$ cat config.mk
export PLATFORM = sky130hd
export DESIGN_NAME = pstc_scale
export DESIGN_NICKNAME = d
export VERILOG_FILES = /design/src/rtl/pstc_pkg.sv /design/src/rtl/pstc_scale.sv
export SDC_FILE = /design/constraint.sdc
export NUM_CORES = 1
export LEC_CHECK = 0
export BUFFER_PORTS_ARGS = -buffer_cell sky130_fd_sc_hd__buf_2
export CAP_MARGIN = 20
export CORE_ASPECT_RATIO = 0.5
export CORE_MARGIN = 4
export CORE_UTILIZATION = 60
export CTS_BUF_LIST = sky130_fd_sc_hd__clkbuf_8 sky130_fd_sc_hd__clkbuf_16
export CTS_CLUSTER_DIAMETER = 100
export DETAILED_ROUTE_END_ITERATION = 7
export PLACE_DENSITY = 0.78
export RECOVER_POWER = 50
export SYNTH_ARGS = -nofsm -noshare
export SYNTH_HDL_FRONTEND = slang
export SYNTH_SLANG_ARGS = --single-unit
$ cat constraint.sdc
create_clock -name clk -period 6.54 [get_ports clk]
set_input_delay 0.654 -clock clk [delete_from_list [all_inputs] [get_ports clk]]
set_output_delay 0.654 -clock clk [all_outputs]
set_load 0.03 [all_outputs]
$ cat src/rtl/pstc_pkg.sv
// ----------------------------------------------------------------------------
// pstc_pkg
// Shared types, constants and helper functions for the spectrum color pipeline.
// ----------------------------------------------------------------------------
package pstc_pkg;

  localparam int PIXEL_BITS = 16;
  localparam int FS_BITS    = 16;
  localparam int W_BITS     = 17;   // wavelength offset, Q.8 nm
  localparam int Q_BITS     = 17;   // unsigned Q1.16 fraction, up to 1.0

  // Wavelength breakpoints as offsets from 380 nm, Q.8
  localparam logic [W_BITS-1:0] W_SPAN = 17'd102400;
  localparam logic [W_BITS-1:0] W_420  = 17'd10240;
  localparam logic [W_BITS-1:0] W_440  = 17'd15360;
  localparam logic [W_BITS-1:0] W_490  = 17'd28160;
  localparam logic [W_BITS-1:0] W_510  = 17'd33280;
  localparam logic [W_BITS-1:0] W_580  = 17'd51200;
  localparam logic [W_BITS-1:0] W_645  = 17'd67840;
  localparam logic [W_BITS-1:0] W_700  = 17'd81920;
  localparam logic [Q_BITS-1:0] Q_ONE  = 17'd65536;

  // pixel * 400 nm * 256, before the shift by 8
  localparam logic [8:0] SPAN_NM = 9'd400;
  localparam int PROD_BITS = PIXEL_BITS + 9;

  // Pipelined long division: 4 quotient bits per stage, 5 stages
  localparam int DIV_STEPS  = 4;
  localparam int DIV_STAGES = 5;
  localparam int QUO_BITS   = DIV_STEPS * DIV_STAGES;

  // Constant division by reciprocal multiply
  localparam int A_BITS      = 23;
  localparam int M_BITS      = 21;
  localparam int RECIP_SHIFT = 23;
  localparam int unsigned RECIP_ONE = 32'd1 << RECIP_SHIFT;
  localparam logic [M_BITS-1:0] RECIP_5  = M_BITS'(RECIP_ONE / 5);
  localparam logic [M_BITS-1:0] RECIP_15 = M_BITS'(RECIP_ONE / 15);
  localparam logic [M_BITS-1:0] RECIP_25 = M_BITS'(RECIP_ONE / 25);
  localparam logic [M_BITS-1:0] RECIP_35 = M_BITS'(RECIP_ONE / 35);
  localparam logic [M_BITS-1:0] RECIP_65 = M_BITS'(RECIP_ONE / 65);

  // Pipeline stage map
  localparam int N_STAGES = 12;
  localparam int ST_SEG   = DIV_STAGES + 1;
  localparam int ST_CDIV  = ST_SEG + 1;
  localparam int ST_SCALE = ST_CDIV + 3;

  typedef enum logic [2:0] {
    DIV_5,
    DIV_15,
    DIV_25,
    DIV_35,
    DIV_65
  } divisor_t;

  typedef enum logic [1:0] {
    TERM_ZERO,
    TERM_ONE,
    TERM_DIV
  } term_kind_t;

  typedef struct packed {
    term_kind_t        kind;
    divisor_t          dsel;
    logic [A_BITS-1:0] dividend;
  } term_t;

  typedef struct packed {
    logic                sat;
    logic [FS_BITS-1:0]  rem;
    logic [QUO_BITS-1:0] num;
    logic [QUO_BITS-1:0] quo;
  } div_state_t;

  function automatic logic [6:0] divisor_value(divisor_t dsel);
    logic [6:0] val;
    unique case (dsel)
      DIV_5:   val = 7'd5;
      DIV_15:  val = 7'd15;
      DIV_25:  val = 7'd25;
      DIV_35:  val = 7'd35;
      DIV_65:  val = 7'd65;
      default: val = 7'd5;
    endcase
    return val;
  endfunction

  function automatic logic [M_BITS-1:0] divisor_recip(divisor_t dsel);
    logic [M_BITS-1:0] val;
    unique case (dsel)
      DIV_5:   val = RECIP_5;
      DIV_15:  val = RECIP_15;
      DIV_25:  val = RECIP_25;
      DIV_35:  val = RECIP_35;
      DIV_65:  val = RECIP_65;
      default: val = RECIP_5;
    endcase
    return val;
  endfunction

endpackage

$ cat src/rtl/pstc_scale.sv
// ----------------------------------------------------------------------------
// pstc_scale
// Two-stage scaling of a fraction by the intensity factor to an 8-bit level.
// ----------------------------------------------------------------------------
module pstc_scale import pstc_pkg::*; (
  input  logic              clk,
  input  logic [1:0]        en,
  input  logic [Q_BITS-1:0] factor,
  input  logic [Q_BITS-1:0] frac,
  output logic [7:0]        level
);

  localparam int P_BITS = 2 * Q_BITS;

  logic [P_BITS-1:0]   prod;
  logic [P_BITS+7:0]   prod_255;

  // 255 * x as (x << 8) - x
  assign prod_255 = {prod, 8'b0} - (P_BITS+8)'(prod);

  always_ff @(posedge clk) begin
    if (en[0]) begin
      prod <= P_BITS'(factor) * P_BITS'(frac);
    end
    if (en[1]) begin
      level <= prod_255[39:32];
    end
  end

endmodule

# [Word level (Yosys, flattened, before mapping)]
# Cells that the tools add are included.
[word_totals] mem_bits_rw=0 latch_bits=0 register_bits=42 romBits=0 elab_cells=4 memories=0 out_inout_bits=8
[classes] bitwise=0 shifts=0 n_eq_ne=0 n_reduce_logical=0 add_sub_neg=1 mul=1 muxes=0 n_lt_le_gt_ge=0 n_div=0
[op_table] op="subtractor 40 x 34 -> 40 bit" n=1
[op_table] op="multiplier 17 x 17 -> 34 bit" n=1

# [Depth between registers and ports, before layout]
[logic_depth] word_depth=1 mapped_depth=22 ltp_nobuf=21

# [Worst setup path before layout]
# Ideal clock, no wire load.
[synth_path] kind="in2reg" startpoint="input frac[2]" endpoint="register prod[24], data pin" setup_time_ns=0.260 path_stages=18 arrival_ns=5.591 slack_ns=0.689 path_cell_list="clkbuf_1 -> nand2_1 -> fa_1 -> fa_1 -> fa_1 -> fa_1 -> inv_1 -> fa_1 -> inv_1 -> fa_1 -> inv_1 -> ha_1 -> and4_1 -> a21boi_2 -> o21ai_0 -> a21boi_0 -> o21ai_0 -> xnor2_1"
[synth_between] elab_chain_len=1
[synth_rtl] item="from (decl)" line_no="pstc_scale.sv:9" rtl="input logic [Q_BITS-1:0] frac,"
[synth_rtl] item="multiplier 17 x 17 -> 34 bit" line_no="pstc_scale.sv:23" rtl="prod <= P_BITS'(factor) * P_BITS'(frac);"
[synth_rtl] item="to (signal assigned)" line_no="pstc_scale.sv:23"
[synth_rtl] item="to (decl)" line_no="pstc_scale.sv:15" rtl="logic [P_BITS-1:0] prod;"
# No other way between the ends.
# A chain may end at the register's enable or synchronous reset.

# [Worst setup path after layout]
[layout_path] startpoint="input frac[3]" endpoint="register prod[23], data pin"
# Same word-level chain as after synthesis.

==> run summary <==
Die Y = 109 um
Post-synth EDFFs = 42
Seq/Total Area, Yosys = 10.4%
initial antenna violation count = 1
port bufs = 44
FMAX = 162 MHz
Die Width = 209 um
Tmin final = 6.16 ns
Worst Max-Slew Pin Slew = 1.70 ns
TritonCTS clock tree = yes
worst min-delay path class = reg -> reg
synthesized flop and latch total = 42
CP arrival = 6.17 ns
Ports = 45
Max-slew headroom = -13.6%
drt pass-1 iters = 5
antenna-violating nets left = 0
DR vias/cell = 5.63
Post-CTS Hold Fix Bufs = 0
number of diodes = 0
failing checks = max-capacitance violations, max-slew violations
setup TNS = 0 ns
htree depth = 2
Adder-Cell Fraction of Synth Area = 50.6%
routed wire length = 29,100 um
post-synthesis mux area share = 0%
largest net degree at the start of global routing = 35
Post-Syn Area = 12,200 um2
warnings from Yosys = 0
Post-route DRC = 0
latest clock arrival within the worst-skew pair = 0.28 ns
syn avg cell area = 9.07 um2
Worst setup EP type = flip-flop
detailed placer's ending HPWL = 23,800 um
root buf cell = clkbuf_16
Initial Util = 61.8%
WS Path Type = in -> reg
Inserted Clock Buffers = 5
Max Cap Viol = 1
GPL Wtd Cong = 0.909
vias in the first global route = 9,720
first-pass GRT wire length = 48,600 um
endpoints failing setup = 0
DR iter-0 viols = 546
Area Overhead vs Synth = 4.95%
Max clock buf depth = 2
required time of the critical path = 6.56 ns
CORE AREA = 19,700 um2
Final Hold Fails = 0
Post-Synthesis Net Count = 1,736
Via Count = 9,157
RSZ-0062 raised after global routing = no
Syn Inst Count = 1,341
top_reg_cell synth = edfxtp_1
Synth Area in Simple Gates = 16.7%
nets@finish = 1,754
number of distinct library cells after synthesis = 65
largest family of logic cells by synthesized area = adder cells
share of cells above drive strength 1 = 5.59%
skew final = 0.00813 ns
Die ar. = 22,800 um2
# rows = 36
total grt overflow = 0
clock sinks = 42
XOR/XNOR share of the synthesized area = 2.38%
crit share post-route = 94.2%
count of final max-slew check failures = 35
status = complete, but fails checks
nature of the critical path startpoint = input port
clock slew at reported path FFs = 0.06 ns
All-Layer GR Usage = 26.6%
Async S/R FF share, synth = 0%
WL/cell = 17.9 um
worst-path maximum fanout = 17
compound-cell area share of the yosys netlist = 8.77%
per-stage QoR:
stage	utilization (%)	hold WS, ns	std cells	instance area, um2	setup WS, ns
2_1_floorplan	-	0.583	1341	12200	0.689
3_3_place_gp	64.0	0.630	1618	12600	0.0997
3_5_place_dp	64.0	0.618	1618	12600	0.0754
4_1_cts	64.9	0.631	1626	12800	0.369
5_1_grt	64.9	0.688	1626	12800	0.0259
6_report	64.9	0.623	1626	12800	0.382
path summary, 6_finish.rpt:
path | from | endpoint | depth (start not counted) | slack [ns]
hold / removal | prod[31] | level[7] | 2 | 0.62
setup / recovery | frac[3] | prod[23] | 19 | 0.38
hold reg to reg | prod[31] | level[7] | 2 | 0.62
setup reg to reg | prod[6] | level[1] | 8 | 4.09
registers in the layout (all words and copies together), names as in the netlist:
name   count
level      8
prod      34
final cells by class:
type / count / area, um2
Multi-Input combinational cell: 940 / 9550
Fill cell: 1553 / 6910
Sequential cell: 42 / 1260
Inverter: 320 / 1200
Tap cell: 266 / 333
Timing Repair Buffer: 50 / 259
Clock buffer: 5 / 125
Clock inverter: 3 / 45.0
synth_stat cells (2+ instances only):
library cell,number,area [um2]
a31oi_1,4,25.0
a21o_1,23,173
clkbuf_1,35,131
edfxtp_1,42,1260
o21ai_0,27,135
a21oi_2,2,17.5
and3_4,2,22.5
nand2b_1,7,43.8
and2_1,139,870
o2111ai_1,2,17.5
a221oi_2,2,30.0
fa_1,224,4480
nand2_1,178,668
o21a_1,7,52.6
nor2_1,25,93.8
o21ai_1,2,10.0
xnor2_1,28,245
ha_1,134,1680
nor2b_1,6,37.5
o221ai_1,2,17.5
nor3_2,2,20.0
xor2_1,5,43.8
nand3_1,13,65.1
and4_1,3,26.3
a2111oi_2,2,30.0
buf_2,2,10.0
a21oi_1,47,235
a221oi_1,2,17.5
inv_1,320,1200
a41oi_1,2,17.5
o211ai_1,2,15.0
nand4_1,8,50.1
o21bai_1,5,37.5
and3_1,6,37.5
repair_timing:
| action | in CTS | in global routing |
|---|---|---|
| resized for setup | 0 | 1 |
| setup buffers | 0 | 0 |
| setup endpoints to repair | 0 | 2 |
cells by family after synthesis:
| kind of cell | after synthesis |
|---|---|
| buffers and inverters | 359 |
| adders and majority gates | 358 |
| AOI/OAI and AO/OA | 150 |
| xor gates and xnor gates | 33 |
| and+or+nand+nor | 399 |
| DFF | 42 |
worst max-delay path, cell delays in order:
cell and delay [ns]:
buf_2 0.36, nand2_1 0.14, fa_1 0.50, fa_1 0.58, fa_1 0.46, fa_1 0.55
inv_1 0.06, fa_1 0.47, inv_1 0.05, fa_1 0.47, inv_1 0.04, ha_1 0.35
a21oi_1 0.17, o21ai_0 0.19, a311oi_1 0.41, nand2_1 0.08, a21oi_1 0.27, o21ai_0 0.17
xor2_1 0.18
placed cells by master (no fill, tap or decap), types with 3 or more instances in the layout:
cell	Yosys	final
inv_1	320	320
fa_1	224	224
nand2_1	178	178
and2_1	139	138
ha_1	134	134
a21oi_1	47	47
edfxtp_1	42	42
buf_2	2	39
xnor2_1	28	28
o21ai_0	27	27
nor2_1	25	25
a21o_1	23	23
nand3_1	13	13
nand4_1	8	8
o21a_1	7	7
nand2b_1	7	7
and3_1	6	6
nor2b_1	6	6
buf_4	1	6
o21bai_1	5	5
xor2_1	5	5
clkbuf_16	0	5
clkbuf_1	35	5
a31oi_1	4	4
and4_1	3	3
routing by layer:
metal / routed length [um] / track usage [%] / up-vias
met5: 13 / 0 / -
met1: 12700 / 37.6 / 4561
met4: 725 / 6.93 / 2
met2: 13000 / 42.1 / 376
met3: 2740 / 6.06 / 61
li1: - / - / 4157
Power is left out: the tool's default activity adds up to more than one toggle a clock period on the data nets, which glitch-free logic cannot reach.
