## config.mk

```make
export PLATFORM = sky130hd
export DESIGN_NAME = pstc_const_div
export DESIGN_NICKNAME = d
export VERILOG_FILES = /design/src/rtl/pstc_pkg.sv /design/src/rtl/pstc_const_div.sv
export SDC_FILE = /design/constraint.sdc
export NUM_CORES = 1
export LEC_CHECK = 0
export ABC_AREA = 1
export BUFFER_PORTS_ARGS = -buffer_cell sky130_fd_sc_hd__buf_2
export CAP_MARGIN = 40
export CORE_UTILIZATION = 25
export CTS_CLUSTER_SIZE = 8
export DETAILED_ROUTE_END_ITERATION = 7
export GPL_TIMING_DRIVEN = 0
export PLACE_DENSITY = 0.44
export SYNTH_ARGS = -nofsm -noshare
export SYNTH_HDL_FRONTEND = slang
export SYNTH_SLANG_ARGS = --single-unit
```

## constraint.sdc

```tcl
create_clock -name clk -period 14.13 [get_ports clk]
set_clock_uncertainty 0.15 [all_clocks]
set_input_delay 1.413 -clock clk [delete_from_list [all_inputs] [get_ports clk]]
set_output_delay 1.413 -clock clk [all_outputs]
set_load 0.1 [all_outputs]
```

## src/rtl/pstc_pkg.sv

```systemverilog
// ----------------------------------------------------------------------------
// pstc_pkg
// Shared types, constants and helper functions for the spectrum color pipeline.
// ----------------------------------------------------------------------------
package pstc_pkg;

  localparam int PIXEL_BITS = 16;
  localparam int FS_BITS    = 16;
  localparam int W_BITS     = 17;   // wavelength offset, Q.8 nm
  localparam int Q_BITS     = 17;   // unsigned Q1.16 fraction, up to 1.0

  // Wavelength breakpoints as offsets from 380 nm, Q.8
  localparam logic [W_BITS-1:0] W_SPAN = 17'd102400;
  localparam logic [W_BITS-1:0] W_420  = 17'd10240;
  localparam logic [W_BITS-1:0] W_440  = 17'd15360;
  localparam logic [W_BITS-1:0] W_490  = 17'd28160;
  localparam logic [W_BITS-1:0] W_510  = 17'd33280;
  localparam logic [W_BITS-1:0] W_580  = 17'd51200;
  localparam logic [W_BITS-1:0] W_645  = 17'd67840;
  localparam logic [W_BITS-1:0] W_700  = 17'd81920;
  localparam logic [Q_BITS-1:0] Q_ONE  = 17'd65536;

  // pixel * 400 nm * 256, before the shift by 8
  localparam logic [8:0] SPAN_NM = 9'd400;
  localparam int PROD_BITS = PIXEL_BITS + 9;

  // Pipelined long division: 4 quotient bits per stage, 5 stages
  localparam int DIV_STEPS  = 4;
  localparam int DIV_STAGES = 5;
  localparam int QUO_BITS   = DIV_STEPS * DIV_STAGES;

  // Constant division by reciprocal multiply
  localparam int A_BITS      = 23;
  localparam int M_BITS      = 21;
  localparam int RECIP_SHIFT = 23;
  localparam int unsigned RECIP_ONE = 32'd1 << RECIP_SHIFT;
  localparam logic [M_BITS-1:0] RECIP_5  = M_BITS'(RECIP_ONE / 5);
  localparam logic [M_BITS-1:0] RECIP_15 = M_BITS'(RECIP_ONE / 15);
  localparam logic [M_BITS-1:0] RECIP_25 = M_BITS'(RECIP_ONE / 25);
  localparam logic [M_BITS-1:0] RECIP_35 = M_BITS'(RECIP_ONE / 35);
  localparam logic [M_BITS-1:0] RECIP_65 = M_BITS'(RECIP_ONE / 65);

  // Pipeline stage map
  localparam int N_STAGES = 12;
  localparam int ST_SEG   = DIV_STAGES + 1;
  localparam int ST_CDIV  = ST_SEG + 1;
  localparam int ST_SCALE = ST_CDIV + 3;

  typedef enum logic [2:0] {
    DIV_5,
    DIV_15,
    DIV_25,
    DIV_35,
    DIV_65
  } divisor_t;

  typedef enum logic [1:0] {
    TERM_ZERO,
    TERM_ONE,
    TERM_DIV
  } term_kind_t;

  typedef struct packed {
    term_kind_t        kind;
    divisor_t          dsel;
    logic [A_BITS-1:0] dividend;
  } term_t;

  typedef struct packed {
    logic                sat;
    logic [FS_BITS-1:0]  rem;
    logic [QUO_BITS-1:0] num;
    logic [QUO_BITS-1:0] quo;
  } div_state_t;

  function automatic logic [6:0] divisor_value(divisor_t dsel);
    logic [6:0] val;
    unique case (dsel)
      DIV_5:   val = 7'd5;
      DIV_15:  val = 7'd15;
      DIV_25:  val = 7'd25;
      DIV_35:  val = 7'd35;
      DIV_65:  val = 7'd65;
      default: val = 7'd5;
    endcase
    return val;
  endfunction

  function automatic logic [M_BITS-1:0] divisor_recip(divisor_t dsel);
    logic [M_BITS-1:0] val;
    unique case (dsel)
      DIV_5:   val = RECIP_5;
      DIV_15:  val = RECIP_15;
      DIV_25:  val = RECIP_25;
      DIV_35:  val = RECIP_35;
      DIV_65:  val = RECIP_65;
      default: val = RECIP_5;
    endcase
    return val;
  endfunction

endpackage

```

## src/rtl/pstc_const_div.sv

```systemverilog
// ----------------------------------------------------------------------------
// pstc_const_div
// Three-stage division by a small constant: reciprocal multiply, back
// multiply, one-step remainder correction.
// ----------------------------------------------------------------------------
module pstc_const_div import pstc_pkg::*; (
  input  logic              clk,
  input  logic [2:0]        en,
  input  term_t             t,
  output logic [Q_BITS-1:0] result
);

  localparam int P_BITS  = A_BITS + M_BITS;
  localparam int QD_BITS = Q_BITS + 7;

  term_t               a_term;
  logic [P_BITS-1:0]   a_prod;
  term_t               b_term;
  logic [Q_BITS-1:0]   b_q0;
  logic [QD_BITS-1:0]  b_qd;
  logic [Q_BITS-1:0]   q0;
  logic [QD_BITS-1:0]  rem;
  logic [Q_BITS-1:0]   result_next;

  assign q0  = a_prod[RECIP_SHIFT+Q_BITS-1:RECIP_SHIFT];
  assign rem = QD_BITS'(b_term.dividend) - b_qd;

  always_comb begin
    unique case (b_term.kind)
      TERM_ZERO: result_next = '0;
      TERM_ONE:  result_next = Q_ONE;
      TERM_DIV:  begin
        // estimate is low by at most one
        if (rem >= QD_BITS'(divisor_value(b_term.dsel))) begin
          result_next = b_q0 + Q_BITS'(1);
        end else begin
          result_next = b_q0;
        end
      end
      default:   result_next = '0;
    endcase
  end

  always_ff @(posedge clk) begin
    if (en[0]) begin
      a_term <= t;
      a_prod <= P_BITS'(t.dividend) * P_BITS'(divisor_recip(t.dsel));
    end
    if (en[1]) begin
      b_term <= a_term;
      b_q0   <= q0;
      b_qd   <= QD_BITS'(q0) * QD_BITS'(divisor_value(a_term.dsel));
    end
    if (en[2]) begin
      result <= result_next;
    end
  end

endmodule

```

Word-level counts from Yosys, hierarchy flattened. Index checks and enable logic that the tools add are counted. W data, S select, Z words.

Register bits: 154. Input bits: 32. Output and inout port bits: 17. Logic and storage cells: 37.

Add/sub/neg operators: 2. $mul: 2. Magnitude comparators: 1. Eq/ne operators: 14. Mux-type cells: 8.

Operator list (count): $pmux W21 S4 (1); $pmux W7 S4 (2); $mul A23 B21 Y40 (1); $pmux W17 S2 (1); $ge A24 B7 Y1 (1); $mul A17 B7 Y24 (1); $sub A23 B24 Y24 (1); $mux W21 (1); $eq A3 B2 Y1 const B (6); $add A17 B1 Y17 const B (1); $mux W17 (1); $mux W7 (2); $eq A3 B1 Y1 const B (3); $eq A3 B3 Y1 const B (3); $eq A2 B1 Y1 const B (1); $eq A2 B2 Y1 const B (1).

Longest topological paths before layout.
Word-level depth: 6. Gate-level depth with buffers: 35.

Worst setup path after synthesis. OpenSTA, ideal clock, no wires.

Path kind: in2reg. Start point: input port t[23] (netlist name). End point: register a_prod[33] (data pin). Arrival time: 7474 ps. Required time: 13721 ps. Setup slack: 6248 ps. Stages: 31. Cells stage by stage: buf_4 inv_2 nor2_1 inv_2 or2_2 clkbuf_1 clkbuf_1 nand2_1 inv_1 fa_1 fa_1 inv_1 fa_1 inv_1 fa_1 fa_1 fa_1 inv_1 fa_1 inv_1 ha_1 nand2_1 inv_1 nand3_1 inv_1 a221oi_1 o21a_1 nand2_1 nand3_1 nand2_1 xor2_1.

Longest elaborated chain between the ends: 4. Elaborated cells between the ends (all ways): 7. Those cells by class: mul (1); eq/ne (4); mux (2).

Ends and longest elaborated chain: start, declared (RTL line pstc_const_div.sv:9) `input term_t t,`; $eq A3 B3 Y1 (tied with other cells) (RTL line pstc_pkg.sv:91) `unique case (dsel)`; $pmux W21 S4 (*) (RTL line pstc_pkg.sv:91); $mux W21 (*) (RTL line pstc_const_div.sv:45) `if (en[0]) begin`; $mul A23 B21 Y40 (*) (RTL line pstc_const_div.sv:47) `a_prod <= P_BITS'(t.dividend) * P_BITS'(divisor_recip(t.dsel));`; end signal, assigned (RTL line pstc_const_div.sv:47); end, declared (RTL line pstc_const_div.sv:17) `logic [P_BITS-1:0] a_prod;`.

Mark *: on every way between the ends. The rest lies on a longest branch, timed or not. The select of a mux whose other input is x is not followed. A chain may end at the register's enable or synchronous reset.

Final worst setup path. Same ends and word-level chain as after synthesis.

==> results.sh <==
export IMPL_ys_seq_elements=130
export IMPL_holdPathEnd="b_term[16]"
export IMPL_use_met2_pct=26.15
export IMPL_reg2regPathDepth=21
export IMPL_final_max_slew_viol_count=0
export IMPL_vias=17240
export IMPL_grt_pass1_wl_um=112000
export IMPL_drv_cap=0
export IMPL_io_buffers=48
export IMPL_synthesis_area_um2=23760
export IMPL_grt_max_degree=47
export IMPL_post_cts_resized=0
export IMPL_cts_setup_buffers=0
export IMPL_yosysWarnings=0
export IMPL_grt_remaining_overflow=0
export IMPL_hold_path_class="reg -> reg"
export IMPL_cts_sinks=130
export IMPL_worst_setup_path_start_kind="input pin"
export IMPL_avgRoutedWirePerCell_um=18.07
export IMPL_cts_buffers=17
export IMPL_outcome="complete, no violations"
export IMPL_cts_hold_buf=0
export IMPL_gp_congestion=0.8810
export IMPL_dp_hpwl_um=63770
export IMPL_die_y_um=310.3
export IMPL_antenna_cells=0
export IMPL_period_share_pct=64.99
export IMPL_drt_total_wl_um=73350
export IMPL_synth_avg_cell_area_um2=8.743
export IMPL_worst_pin_slew_ns=0.9505
export IMPL_use_met1_pct=21.85
export IMPL_path_class="in -> reg"
export IMPL_clock_root_buffer="clkbuf_16"
export IMPL_clkTransAtPathRegs_ns=0.06
export IMPL_yosysSeqAreaShare_pct=16.43
export IMPL_core_um2=93750
export IMPL_ys_flop_type="edfxtp_1"
export IMPL_initial_core_util_pct=25.35
export IMPL_first_global_vias=18340
export IMPL_rsz0062_at_grt="false"
export IMPL_layout_min_cycle_time_ns=9.184
export IMPL_drc=0
export IMPL_syn_to_final_growth_pct=10.67
export IMPL_ant_nets=0
export IMPL_io_pins=49
export IMPL_cpPeakStageDelay_ns=0.55
export IMPL_reg2reg_from="a_term[24]"
export IMPL_h_tree_depth=4
export IMPL_clockBufferDepth=2
export IMPL_timing_final_setup_violations=0
export IMPL_synth_distinct_cells=49
export IMPL_critPathLaunch="t[23]"
export IMPL_via_per_inst=4.246
export IMPL_r2r_slack_ns=7.30
export IMPL_clkLatencyLatePin_ns=0.45
export IMPL_die_area_um2=96290
export IMPL_fin_nets=3487
export IMPL_cp_max_fo=10
export IMPL_min_from="a_term[16]"
export IMPL_slew_limit_headroom_pct=36.64
export IMPL_cts_tree="built"
export IMPL_hold_violations=0
export IMPL_die_w_um=310.3
export IMPL_first_pass_iters=7
export IMPL_r2r_end="b_qd[17]"
export IMPL_num_rows=112
export IMPL_fmax_mhz=108.9
export IMPL_arrival_ns=9.21
export IMPL_first_iter_violations=1086
export IMPL_hold_path_depth=0
export IMPL_end_kind="register"
export IMPL_synth_edff_count=130
export IMPL_final_setup_tns_ns=0
export IMPL_gr_usage_all_layers_pct=15.88
export IMPL_syn_nets=3412
export IMPL_grt_util_met3_pct=2.009
export IMPL_worstPathRequired_ns=14.16
export IMPL_synthCells=2718
export IMPL_layout_drive_gt1_share_pct=5.310
export IMPL_async_flop_share_pct=0
export IMPL_antenna_found_initial=4
export IMPL_cp_slowest_cell="fa_1"
export IMPL_grt_busiest_layer="met2"
## cell usage in the layout (no fill, tap or decap), types with 4 or more instances in the layout
cell type and instances:
clkbuf_1 31, xor2_1 49, edfxtp_1 130, o21ai_2 7
clkinv_1 8, o21ai_1 4, nor3_1 14, buf_2 48
nand2_2 12, inv_2 9, o21ai_0 35, a21oi_1 86
xnor2_1 18, inv_1 737, a21o_1 5, nor2_1 274
nor2_4 7, o21a_1 6, nand2_1 494, nand3_1 56
nor4_1 6, buf_1 4, nand4_1 15, nor2_2 12
ha_1 221, inv_6 5, o21bai_1 4, fa_1 441
buf_6 5, clkbuf_16 17
## flip-flops by register name, summed over array words and instances (netlist names)
signal	count
a_term	28
a_prod	17
result	17
b_term	28
b_q0	17
b_qd	23
## logic make-up (layout without fill, tap and decap cells)
family,after synthesis,after routing,share of synthesized area [%]
AND/OR/NAND/NOR,901,901,15.59
buffers and inverters,794,882,12.67
adder cells (fa/ha/maj),662,662,48.79
AO/OA/AOI/OAI,162,162,3.865
flip-flops,130,130,16.43
XOR/XNOR,69,69,2.664
## critical path: cells and delay by family
kind            cells  cell delay, ns
compound gates      2            0.62
simple gates        9            1.14
fa+ha+maj           8            3.60
buf+inv            14            2.28
xor+xnor            1            0.16
## synthesized netlist by cell type, types with 4 or more instances
cell type,instances,area share [%]
nand3_1,56,1.2
ha_1,221,12
clkinv_1,8,0.13
nor2_1,274,4.3
clkbuf_1,30,0.47
nand4_1,15,0.39
o21ai_0,35,0.74
nor2_4,7,0.33
xor2_1,49,1.8
a21oi_1,86,1.8
o21a_1,6,0.19
inv_2,9,0.14
o21bai_1,4,0.13
nor2_2,12,0.32
nand2_1,494,7.8
nor3_1,14,0.29
inv_1,737,12
edfxtp_1,130,16
xnor2_1,18,0.66
o21ai_1,4,0.084
buf_1,4,0.063
nand2_2,12,0.32
a21o_1,5,0.16
fa_1,441,37
o21ai_2,7,0.26
nor4_1,6,0.16
## final cells by class
class                      instances  area [µm²]
clock buffer                      18       429.2
clock inverter                    14       167.7
timing repair buffer              56       369.1
inverter                         754        2830
buffer                            40       180.2
fill                           10170       67450
multi-input combinational       1794       16850
sequential                       130        3904
tap                             1254        1569
## how the worst max path moves through the flow
stage,depth (start not counted),slack (ns),to
floorplan,31,6.25,a_prod[33]
global placement,33,3.87,a_prod[39]
detailed placement,35,4.52,a_prod[39]
CTS,35,4.95,a_prod[39]
global route,35,4.54,a_prod[39]
finish,34,4.95,a_prod[33]
## per-layer routing
metal	up-vias	part of all wire (%)	routed length (µm)
met5	-	0.018	13
met4	2	2.3	1681
met3	71	4.5	3335
met2	353	46	34100
met1	8574	47	34220
li1	8238	-	-
## through the flow
step                      cell area [µm²]  hold slack [ns]  utilization, %  setup slack [ns]  std cells
final                               26300           0.2663           28.05             4.946       4060
after global routing                26300           0.2691           28.05             4.539       4060
after CTS                           26300           0.2673           28.05             4.949       4060
after detailed placement            25700           0.2545           27.41             4.517       4028
after global placement              25570           0.2512           27.28             3.871       4020
after floorplan                     23760           0.2503               -             6.248       2718
Power is left out: the tool's default activity adds up to more than one toggle a clock period on the data nets, which glitch-free logic cannot reach.
