--- src/rtl/pstc_pkg.sv ---
// ----------------------------------------------------------------------------
// pstc_pkg
// Shared types, constants and helper functions for the spectrum color pipeline.
// ----------------------------------------------------------------------------
package pstc_pkg;

  localparam int PIXEL_BITS = 16;
  localparam int FS_BITS    = 16;
  localparam int W_BITS     = 17;   // wavelength offset, Q.8 nm
  localparam int Q_BITS     = 17;   // unsigned Q1.16 fraction, up to 1.0

  // Wavelength breakpoints as offsets from 380 nm, Q.8
  localparam logic [W_BITS-1:0] W_SPAN = 17'd102400;
  localparam logic [W_BITS-1:0] W_420  = 17'd10240;
  localparam logic [W_BITS-1:0] W_440  = 17'd15360;
  localparam logic [W_BITS-1:0] W_490  = 17'd28160;
  localparam logic [W_BITS-1:0] W_510  = 17'd33280;
  localparam logic [W_BITS-1:0] W_580  = 17'd51200;
  localparam logic [W_BITS-1:0] W_645  = 17'd67840;
  localparam logic [W_BITS-1:0] W_700  = 17'd81920;
  localparam logic [Q_BITS-1:0] Q_ONE  = 17'd65536;

  // pixel * 400 nm * 256, before the shift by 8
  localparam logic [8:0] SPAN_NM = 9'd400;
  localparam int PROD_BITS = PIXEL_BITS + 9;

  // Pipelined long division: 4 quotient bits per stage, 5 stages
  localparam int DIV_STEPS  = 4;
  localparam int DIV_STAGES = 5;
  localparam int QUO_BITS   = DIV_STEPS * DIV_STAGES;

  // Constant division by reciprocal multiply
  localparam int A_BITS      = 23;
  localparam int M_BITS      = 21;
  localparam int RECIP_SHIFT = 23;
  localparam int unsigned RECIP_ONE = 32'd1 << RECIP_SHIFT;
  localparam logic [M_BITS-1:0] RECIP_5  = M_BITS'(RECIP_ONE / 5);
  localparam logic [M_BITS-1:0] RECIP_15 = M_BITS'(RECIP_ONE / 15);
  localparam logic [M_BITS-1:0] RECIP_25 = M_BITS'(RECIP_ONE / 25);
  localparam logic [M_BITS-1:0] RECIP_35 = M_BITS'(RECIP_ONE / 35);
  localparam logic [M_BITS-1:0] RECIP_65 = M_BITS'(RECIP_ONE / 65);

  // Pipeline stage map
  localparam int N_STAGES = 12;
  localparam int ST_SEG   = DIV_STAGES + 1;
  localparam int ST_CDIV  = ST_SEG + 1;
  localparam int ST_SCALE = ST_CDIV + 3;

  typedef enum logic [2:0] {
    DIV_5,
    DIV_15,
    DIV_25,
    DIV_35,
    DIV_65
  } divisor_t;

  typedef enum logic [1:0] {
    TERM_ZERO,
    TERM_ONE,
    TERM_DIV
  } term_kind_t;

  typedef struct packed {
    term_kind_t        kind;
    divisor_t          dsel;
    logic [A_BITS-1:0] dividend;
  } term_t;

  typedef struct packed {
    logic                sat;
    logic [FS_BITS-1:0]  rem;
    logic [QUO_BITS-1:0] num;
    logic [QUO_BITS-1:0] quo;
  } div_state_t;

  function automatic logic [6:0] divisor_value(divisor_t dsel);
    logic [6:0] val;
    unique case (dsel)
      DIV_5:   val = 7'd5;
      DIV_15:  val = 7'd15;
      DIV_25:  val = 7'd25;
      DIV_35:  val = 7'd35;
      DIV_65:  val = 7'd65;
      default: val = 7'd5;
    endcase
    return val;
  endfunction

  function automatic logic [M_BITS-1:0] divisor_recip(divisor_t dsel);
    logic [M_BITS-1:0] val;
    unique case (dsel)
      DIV_5:   val = RECIP_5;
      DIV_15:  val = RECIP_15;
      DIV_25:  val = RECIP_25;
      DIV_35:  val = RECIP_35;
      DIV_65:  val = RECIP_65;
      default: val = RECIP_5;
    endcase
    return val;
  endfunction

endpackage

--- src/rtl/pstc_segment.sv ---
// ----------------------------------------------------------------------------
// pstc_segment
// Picks the spectrum segment and forms the dividend of each color fraction
// and of the intensity factor.
// ----------------------------------------------------------------------------
module pstc_segment import pstc_pkg::*; (
  input  logic              clk,
  input  logic              en,
  input  logic              sat,
  input  logic [W_BITS-1:0] quo,
  output term_t             red_term,
  output term_t             green_term,
  output term_t             blue_term,
  output term_t             factor_term
);

  localparam term_t T_ZERO = '{kind: TERM_ZERO, dsel: DIV_5, dividend: '0};
  localparam term_t T_ONE  = '{kind: TERM_ONE,  dsel: DIV_5, dividend: '0};

  logic [W_BITS-1:0] w;
  logic [W_BITS:0]   hi_sum;
  logic [W_BITS-1:0] lo_sum;
  term_t             r_next, g_next, b_next, s_next;

  assign w = sat ? W_SPAN : quo;

  // 0.3 + 0.7 * distance, scaled so the divisor reduces to 25
  assign hi_sum = 18'd61440 + 18'(W_SPAN - w) * 18'd7;
  assign lo_sum = 17'd30720 + w * 17'd7;

  always_comb begin
    r_next = T_ONE;
    g_next = T_ZERO;
    b_next = T_ZERO;
    priority if (w < W_440) begin
      r_next = '{kind: TERM_DIV, dsel: DIV_15, dividend: A_BITS'(W_440 - w) << 6};
      b_next = T_ONE;
    end else if (w < W_490) begin
      r_next = T_ZERO;
      g_next = '{kind: TERM_DIV, dsel: DIV_25, dividend: A_BITS'(w - W_440) << 7};
      b_next = T_ONE;
    end else if (w < W_510) begin
      r_next = T_ZERO;
      g_next = T_ONE;
      b_next = '{kind: TERM_DIV, dsel: DIV_5, dividend: A_BITS'(W_510 - w) << 6};
    end else if (w < W_580) begin
      r_next = '{kind: TERM_DIV, dsel: DIV_35, dividend: A_BITS'(w - W_510) << 7};
      g_next = T_ONE;
    end else if (w < W_645) begin
      g_next = '{kind: TERM_DIV, dsel: DIV_65, dividend: A_BITS'(W_645 - w) << 8};
    end else begin
      r_next = T_ONE;
    end

    priority if (w > W_700) begin
      s_next = '{kind: TERM_DIV, dsel: DIV_25, dividend: A_BITS'(hi_sum) << 3};
    end else if (w < W_420) begin
      s_next = '{kind: TERM_DIV, dsel: DIV_25, dividend: A_BITS'(lo_sum) << 4};
    end else begin
      s_next = T_ONE;
    end
  end

  always_ff @(posedge clk) begin
    if (en) begin
      red_term    <= r_next;
      green_term  <= g_next;
      blue_term   <= b_next;
      factor_term <= s_next;
    end
  end

endmodule

--- config.mk ---
export PLATFORM = sky130hd
export DESIGN_NAME = pstc_segment
export DESIGN_NICKNAME = d
export VERILOG_FILES = /design/src/rtl/pstc_pkg.sv /design/src/rtl/pstc_segment.sv
export SDC_FILE = /design/constraint.sdc
export NUM_CORES = 1
export LEC_CHECK = 0
export BUFFER_PORTS_ARGS = -buffer_cell sky130_fd_sc_hd__buf_4
export CAP_MARGIN = 10
export CORE_MARGIN = 5
export CORE_UTILIZATION = 59
export CTS_BUF_LIST = sky130_fd_sc_hd__clkbuf_4 sky130_fd_sc_hd__clkbuf_8
export CTS_CLUSTER_SIZE = 16
export DETAILED_ROUTE_END_ITERATION = 10
export GPL_ROUTABILITY_DRIVEN = 0
export PLACE_DENSITY = 0.95
export SYNTH_ARGS = -nofsm -noshare
export SYNTH_HDL_FRONTEND = slang
export SYNTH_SLANG_ARGS = --single-unit
export TNS_END_PERCENT = 20
--- constraint.sdc ---
create_clock -name clk -period 5.9 [get_ports clk]
set_clock_uncertainty 0.2 [all_clocks]
set_input_delay 0.59 -clock clk [delete_from_list [all_inputs] [get_ports clk]]
set_output_delay 0.59 -clock clk [all_outputs]
set_load 0.02 [all_outputs]
Word-level counts from Yosys, hierarchy flattened
Index checks and enable logic that the tools add are counted.

storage, ports and cells
  flip-flop bits (word level) = 112
  latch bits = 0
  logic and storage cells = 54
  memory bits (read-only) = 0
  memory bits (writable) = 0
  input port bits = 20
  output and inout bits = 112
  memories kept = 0

cells by class
  shift operators = 0
  muxes and demuxes = 12
  $lt $le $gt $ge = 7
  divide/modulo/power cells = 0
  $mul = 2
  bitwise logic cells = 1
  $add $sub $neg = 8
  reduce and logical (&&, ||, !) cells = 4
  eq/ne operators = 0

operator list
  kind                                                   number
  2-to-1 mux 28 bit                                      9
  < comparator 17 x 14 -> 1 bit (second input constant)  2
  < comparator 17 x 16 -> 1 bit (second input constant)  2
  2-to-1 mux 23 bit                                      1
  2-to-1 mux 21 bit                                      1
  adder 16 x 18 -> 18 bit (first input constant)         1
  multiplier 18 x 3 -> 18 bit (second input constant)    1
  subtractor 17 x 17 -> 18 bit (first input constant)    1
  adder 15 x 17 -> 17 bit (first input constant)         1
  > comparator 17 bit (second input constant)            1
  < comparator 17 x 15 -> 1 bit (second input constant)  1
  < comparator 17 bit (second input constant)            1
  multiplier 17 x 3 -> 17 bit (second input constant)    1
  2-to-1 mux 17 bit                                      1
  subtractor 14 x 17 -> 17 bit (first input constant)    1
  subtractor 16 x 17 -> 17 bit (first input constant)    1
  subtractor 16 x 14 -> 16 bit (second input constant)   1
  subtractor 16 bit (second input constant)              1
  subtractor 12 x 15 -> 15 bit (first input constant)    1
  OR reduction 3 bit                                     2
  OR reduction 4 bit                                     1
  OR reduction 2 bit                                     1
  NOT 1 bit                                              1

Longest topological paths before layout
Gate-level depths: netlist of the first run.

  depth after elaboration = 6
  gate-level depth with buffers = 22
  depth with buffers taken out = 19

Least setup slack after synthesis of the first run
OpenSTA, ideal clock, no wires.

  path kind = input to register
  start = input sat
  end = register factor_term[20] in the netlist's numbering (data pin)
  stages = 22
  buffers on the path = 4
  path slack = 0.906 ns
  arrival time = 4.523 ns
  required time = 5.429 ns
  library setup time = 0.271 ns
  path through = clkbuf_1 clkbuf_1 nand2b_1 ha_1 and4_1 buf_6 and2_4 buf_6 xnor2_1 inv_1 xnor2_1 ha_1 a21oi_1 xor2_1 ha_1 ha_1 a21o_1 a21o_1 a21oi_1 a311oi_1 xnor3_1 o22ai_1

RTL lines
  item                    line                text
  start: declaration      pstc_segment.sv:9   input logic sat,
  end signal: assignment  pstc_segment.sv:69  factor_term <= s_next;
  end: declaration        pstc_segment.sv:14  output term_t factor_term

==> impl_metrics.tcl, run 1 <==
set metrics [dict create \
    mostFrequentLayoutCells "buf_4, ha_1, edfxtp_1, inv_1, xnor2_1" \
    final_common_cell "buf_4" \
    avgSynthCellArea_um2 10.4 \
    final_hold_viol_count 0 \
    cts.sinks 79 \
    p_leak_nw 3.57 \
    ant_nets 0 \
    tritoncts "built" \
    grt_pass1_wl_mm 28.9 \
    vias 5647 \
    clkTransAtPathRegs_ps 90 \
    drive_gt1_share_pct 17.3 \
    grt_pass1_vias 5675 \
    path_delay_family "adder cells" \
    switchingPower_mw 1.00 \
    cp.arrival_ps 5480 \
    cts-root-buf "clkbuf_8" \
    slew_headroom_pct 32.9 \
    end_kind "register" \
    cts.hold.buffers_added 0 \
    globalRouteOverflowTotal 0 \
    port_buffers 100 \
    grt_usage_pct 25.3 \
    synth_area_leaders "edfxtp_1, ha_1, fa_1, xnor2_1, buf_4" \
    vdd_drop_max_mv 0.132 \
    critPathRequiredTime_ps 5900 \
    power_density_nw_per_um2 306 \
    cpMaxStageDelayCell "nor2b_1" \
    htreeDepth 3 \
    hold_class "in -> reg" \
    swShare_pct 41.4 \
    finalSetupTns_ps 0 \
    maxSlewViolCount 0 \
    die_h_um 119 \
    clockBufferDepth 2 \
    synth_top_area_share_pct 33.7 \
    yosysTopAreaCell "edfxtp_1" \
    rows 40 \
    initial_core_util_pct 59.4 \
    async_reset_ff_share_pct 0 \
    grt_max_degree 80 \
    cp_cell_sequence "buf_4, nor2b_1, clkinv_1, ha_1, nand2_1, xor2_1, inv_1, fa_1, ha_1, ha_1, a211oi_1, o21ai_0, nand4_1, a311oi_1, xnor3_1, o22ai_1" \
    crit_top_cell "ha_1" \
    min_period_ps 5490 \
    path_max_fanout 25 \
    die_area_um2 14200 \
    totalWireLength_mm 18.3 \
    synth_cells 675 \
    worst-setup-path-type "in -> reg" \
    synth_edf_count 79 \
    p_clk_share_pct 14.7 \
    pwr-share-seq_pct 31.7 \
    maxCapViolations 0 \
    yosysSeqAreaShare_pct 33.7 \
    syn_area_um2 7040 \
    dp_hpwl_mm 13.4 \
    synth_warnings 0 \
    die_w_um 119 \
    worst_pin_slew_ps 1010 \
    post_cts_resized 0 \
    postCtsSetupBuffers 0 \
    total_power_mw 2.42 \
    synth-main-ff-cell "edfxtp_1" \
    outcome "finished clean" \
    ys_ff_latch 79 \
    antenna_cells 0 \
    antenna_found_initial 0 \
    rsz0062_at_grt "no" \
    slowest_delay_ps 670 \
    core_um2 11900 \
    syn_to_final_growth_pct 12.2 \
    finalCritPeriodShare_pct 93.0 \
    setup_viol 0 \
    firstDrtPassIters 7 \
    synth_cell_types 66 \
    worst_setup_path_start_kind "input pin" \
    fmax_mhz 182 \
    p_comb_share_pct 53.6 \
    cp_num_buf_inv 3 \
    wl_per_cell_um 19.9 \
    cts_buffers 9 \
    drtIter0Drc 731 \
    avgViaCountPerCell 6.14 \
    post-route-drc-count 0 \
    ios 132 \
    internal-power_mw 1.42 \
    fin_nets 909 \
]
## routing by layer
layer  GRT usage (%)  share of wire (%)
met1            30.8                 37
met2            42.0                 49
met3            4.89                9.0
met4            14.0                5.3
met5               0                  0
## state kept, by name (all words and copies together), names as in the netlist
name / flops
blue_term: 19
red_term: 20
green_term: 20
factor_term: 20
## per-stage QoR
step	util [%]	worst slack, ps	hold slack, ps	area [um^2]	cells
after floorplan	-	906	502	7160	705
after global placement	65.3	548	818	7750	906
after detailed placement	65.3	191	819	7750	906
after CTS	66.6	569	492	7910	920
after global routing	66.6	275	551	7910	920
final	66.6	412	496	7910	920
## synth_stat cells, drive strengths merged (3+ instances only)
cell,count
edfxtp,79
clkinv,3
nor2b,5
xnor2,46
a31oi,4
a211o,3
a21oi,25
nor3,11
and2,3
fa,26
nand2,35
nor2,41
o21a,8
o21ai,20
o31ai,4
ha,93
inv,61
o32ai,4
xor2,23
a211oi,3
a21o,12
clkbuf,9
a21boi,3
or3,4
o22ai,40
buf,45
or2,3
nand2b,20
nand3,7
and4,3
a311oi,3
## logic make-up after synthesis
| kind of cell | Yosys count | share of synthesized area (%) |
|---|---|---|
| xor+xnor | 70 | 8.90 |
| fa+ha+maj | 119 | 23.9 |
| simple gates | 139 | 9.91 |
| flops | 79 | 33.7 |
| other cells | 1 | 0.0532 |
| buf+inv | 118 | 9.11 |
| mux | 2 | 0.284 |
| compound gates | 147 | 14.1 |
## power by group through the flow
| stage | Sequential [mW] | Clock (mW) | Combinational [mW] |
|---|---|---|---|
| after global routing | 0.775 | 0.375 | 1.39 |
| after global placement | 0.778 | 0 | 1.19 |
| after CTS | 0.766 | 0.354 | 1.27 |
| after floorplan | 0.881 | 0 | 0.790 |
| final | 0.765 | 0.356 | 1.30 |
| after detailed placement | 0.775 | 0 | 1.25 |
## path summary, 6_finish.rpt
check	start	end	slack, ps	cells after the start
min	quo[13]	green_term[20]	500	3
max	sat	factor_term[20]	410	16
## final cells by class
class / instances / area (um^2)
Tap cell: 147 / 184
Fill cell: 796 / 3960
Inverter: 64 / 240
Multi-Input combinational cell: 508 / 4140
Sequential cell: 79 / 2370
Clock inverter: 4 / 25.0
Clock buffer: 10 / 131
Timing Repair Buffer: 108 / 811
No activity file was read; power rests on OpenSTA's default activity.
==> run 2: changes to the inputs <==
--- a/config.mk
+++ b/config.mk
@@ -8,12 +8,13 @@
 export BUFFER_PORTS_ARGS = -buffer_cell sky130_fd_sc_hd__buf_4
 export CAP_MARGIN = 10
 export CORE_MARGIN = 5
-export CORE_UTILIZATION = 59
+export CORE_UTILIZATION = 53
 export CTS_BUF_LIST = sky130_fd_sc_hd__clkbuf_4 sky130_fd_sc_hd__clkbuf_8
 export CTS_CLUSTER_SIZE = 16
 export DETAILED_ROUTE_END_ITERATION = 10
 export GPL_ROUTABILITY_DRIVEN = 0
-export PLACE_DENSITY = 0.95
+export PLACE_DENSITY = 0.91
+export SKIP_CTS_REPAIR_TIMING = 1
 export SYNTH_ARGS = -nofsm -noshare
 export SYNTH_HDL_FRONTEND = slang
 export SYNTH_SLANG_ARGS = --single-unit
==> constraint.sdc (replaced) <==
create_clock -name clk -period 4.5 [get_ports clk]
set_clock_uncertainty 0.2 [all_clocks]
set_input_delay 0.45 -clock clk [delete_from_list [all_inputs] [get_ports clk]]
set_output_delay 0.45 -clock clk [all_outputs]
set_load 0.02 [all_outputs]
==> impl_metrics.tcl, run 2 (synthesis results as in run 1) <==
set metrics [dict create \
    clockBufferDepth 2 \
    path_max_fanout 12 \
    antenna_cells 0 \
    drtIter0Drc 694 \
    cts_buffers 9 \
    switchingPower_mw 1.33 \
    die_area_um2 15700 \
    internal-power_mw 2.12 \
    post-route-drc-count 0 \
    outcome "finished clean" \
    p_leak_nw 3.98 \
    finalNonFillerCells 1027 \
    fmax_mhz 235 \
    port_buffers 100 \
    p_clk_share_pct 17.3 \
    min_period_ps 4250 \
    worst_setup_path_start_kind "input pin" \
    power_density_nw_per_um2 399 \
    avgViaCountPerCell 5.68 \
    final_design_area_no_fill_um2 8630 \
    vias 5834 \
    finalSetupTns_ps 0 \
    vdd_drop_max_mv 0.191 \
    hold_class "in -> reg" \
    grt_pass1_vias 5979 \
    cts-root-buf "clkbuf_8" \
    dp_hpwl_mm 14.1 \
    fin_nets 985 \
    totalWireLength_mm 18.6 \
    antenna_found_initial 0 \
    reg_top3 "factor_term x20, green_term x20, red_term x20" \
    grt_pass1_wl_mm 30.2 \
    rows 42 \
    maxCapViolations 0 \
    clkTransAtPathRegs_ps 90 \
    wl_per_cell_um 18.1 \
    core_um2 13100 \
    pwr-share-seq_pct 29.1 \
    p_comb_share_pct 53.7 \
    ios 132 \
    syn_to_final_growth_pct 22.5 \
    cts.sinks 79 \
    slew_headroom_pct 35.5 \
    worst_pin_slew_ps 967 \
    globalRouteOverflowTotal 0 \
    swShare_pct 38.6 \
    finalCritPeriodShare_pct 94.5 \
    maxSlewViolCount 0 \
    drive_gt1_share_pct 25.9 \
    tritoncts "built" \
    place_area_um2 8410 \
    htreeDepth 3 \
    ant_nets 0 \
    end_kind "register" \
    rsz0062_at_grt "no" \
    final_hold_viol_count 0 \
    die_h_um 125 \
    grt_max_degree 80 \
    critPathRequiredTime_ps 4400 \
    worst-setup-path-type "in -> reg" \
    initial_core_util_pct 53.6 \
    setup_viol 0 \
    dp_cells 1011 \
    grt_usage_pct 23.7 \
    cp.arrival_ps 4160 \
    fillers 886 \
    firstDrtPassIters 6 \
    mostFrequentLayoutCells "buf_4, ha_1, edfxtp_1, inv_1, xnor2_1" \
    die_w_um 125 \
    final_common_cell "buf_4" \
]
run 2: cell count changes in the layout (fill, tap and decap cells not counted), moves of 3 or more:
cell / change
nand2b_2: +3
buf_4: +76
xnor2_1: -3
nand2b_1: -3
run 2: path summary, 6_finish.rpt:
kind	depth (start not counted)	slack, ps	start	endpoint
max	17	250	sat	factor_term[19]
min	3	400	quo[14]	factor_term[26]
run 2: power groups by stage:
stage | Clock (mW) | Sequential (mW) | Combinational, mW
3_5_place_dp | 0 | 1.02 | 1.80
3_3_place_gp | 0 | 1.02 | 1.74
6_report | 0.595 | 1.00 | 1.85
2_1_floorplan | 0 | 1.15 | 1.05
4_1_cts | 0.597 | 1.00 | 1.83
5_1_grt | 0.632 | 1.01 | 2.02
run 2: metal layers:
layer | up-vias | share of wire (%) | global-route usage, %
met4 | 0 | 3.8 | 9.82
met2 | 352 | 50 | 41.5
li1 | 2664 | - | -
met1 | 2741 | 38 | 28.3
met5 | - | 0 | 0
met3 | 77 | 8.8 | 4.82
run 2: stage by stage:
stage	setup slack, ps	utilization [%]	power, mW	hold slack, ps
after detailed placement	-163	64.0	2.82	679
after global placement	65.0	64.0	2.76	679
after global routing	50.8	65.7	3.67	383
final	247	65.7	3.45	404
after CTS	237	65.7	3.43	383
after floorplan	-54.4	-	2.21	362
run 2: critical path, cell delays in order:
cell and delay [ps]:
buf_4 160, nor2b_1 180, clkinv_1 130, ha_2 240
and4_1 210, buf_4 170, a41o_1 260, xnor2_1 220
inv_1 100, ha_1 340, fa_1 550, inv_1 40
ha_1 210, or3_1 350, o31ai_1 270, xor2_1 180
o32ai_1 80
run 2: cell type report:
class,instances,area [um^2],share of cell area [%]
clock buffers,9,124,1.44
repair buffers,184,1380,16.0
flip-flops and latches,79,2370,27.5
inverters,64,240,2.78
multi-input cells,508,4200,48.6
clock inverters,7,95.1,1.10
well taps,176,220,2.55
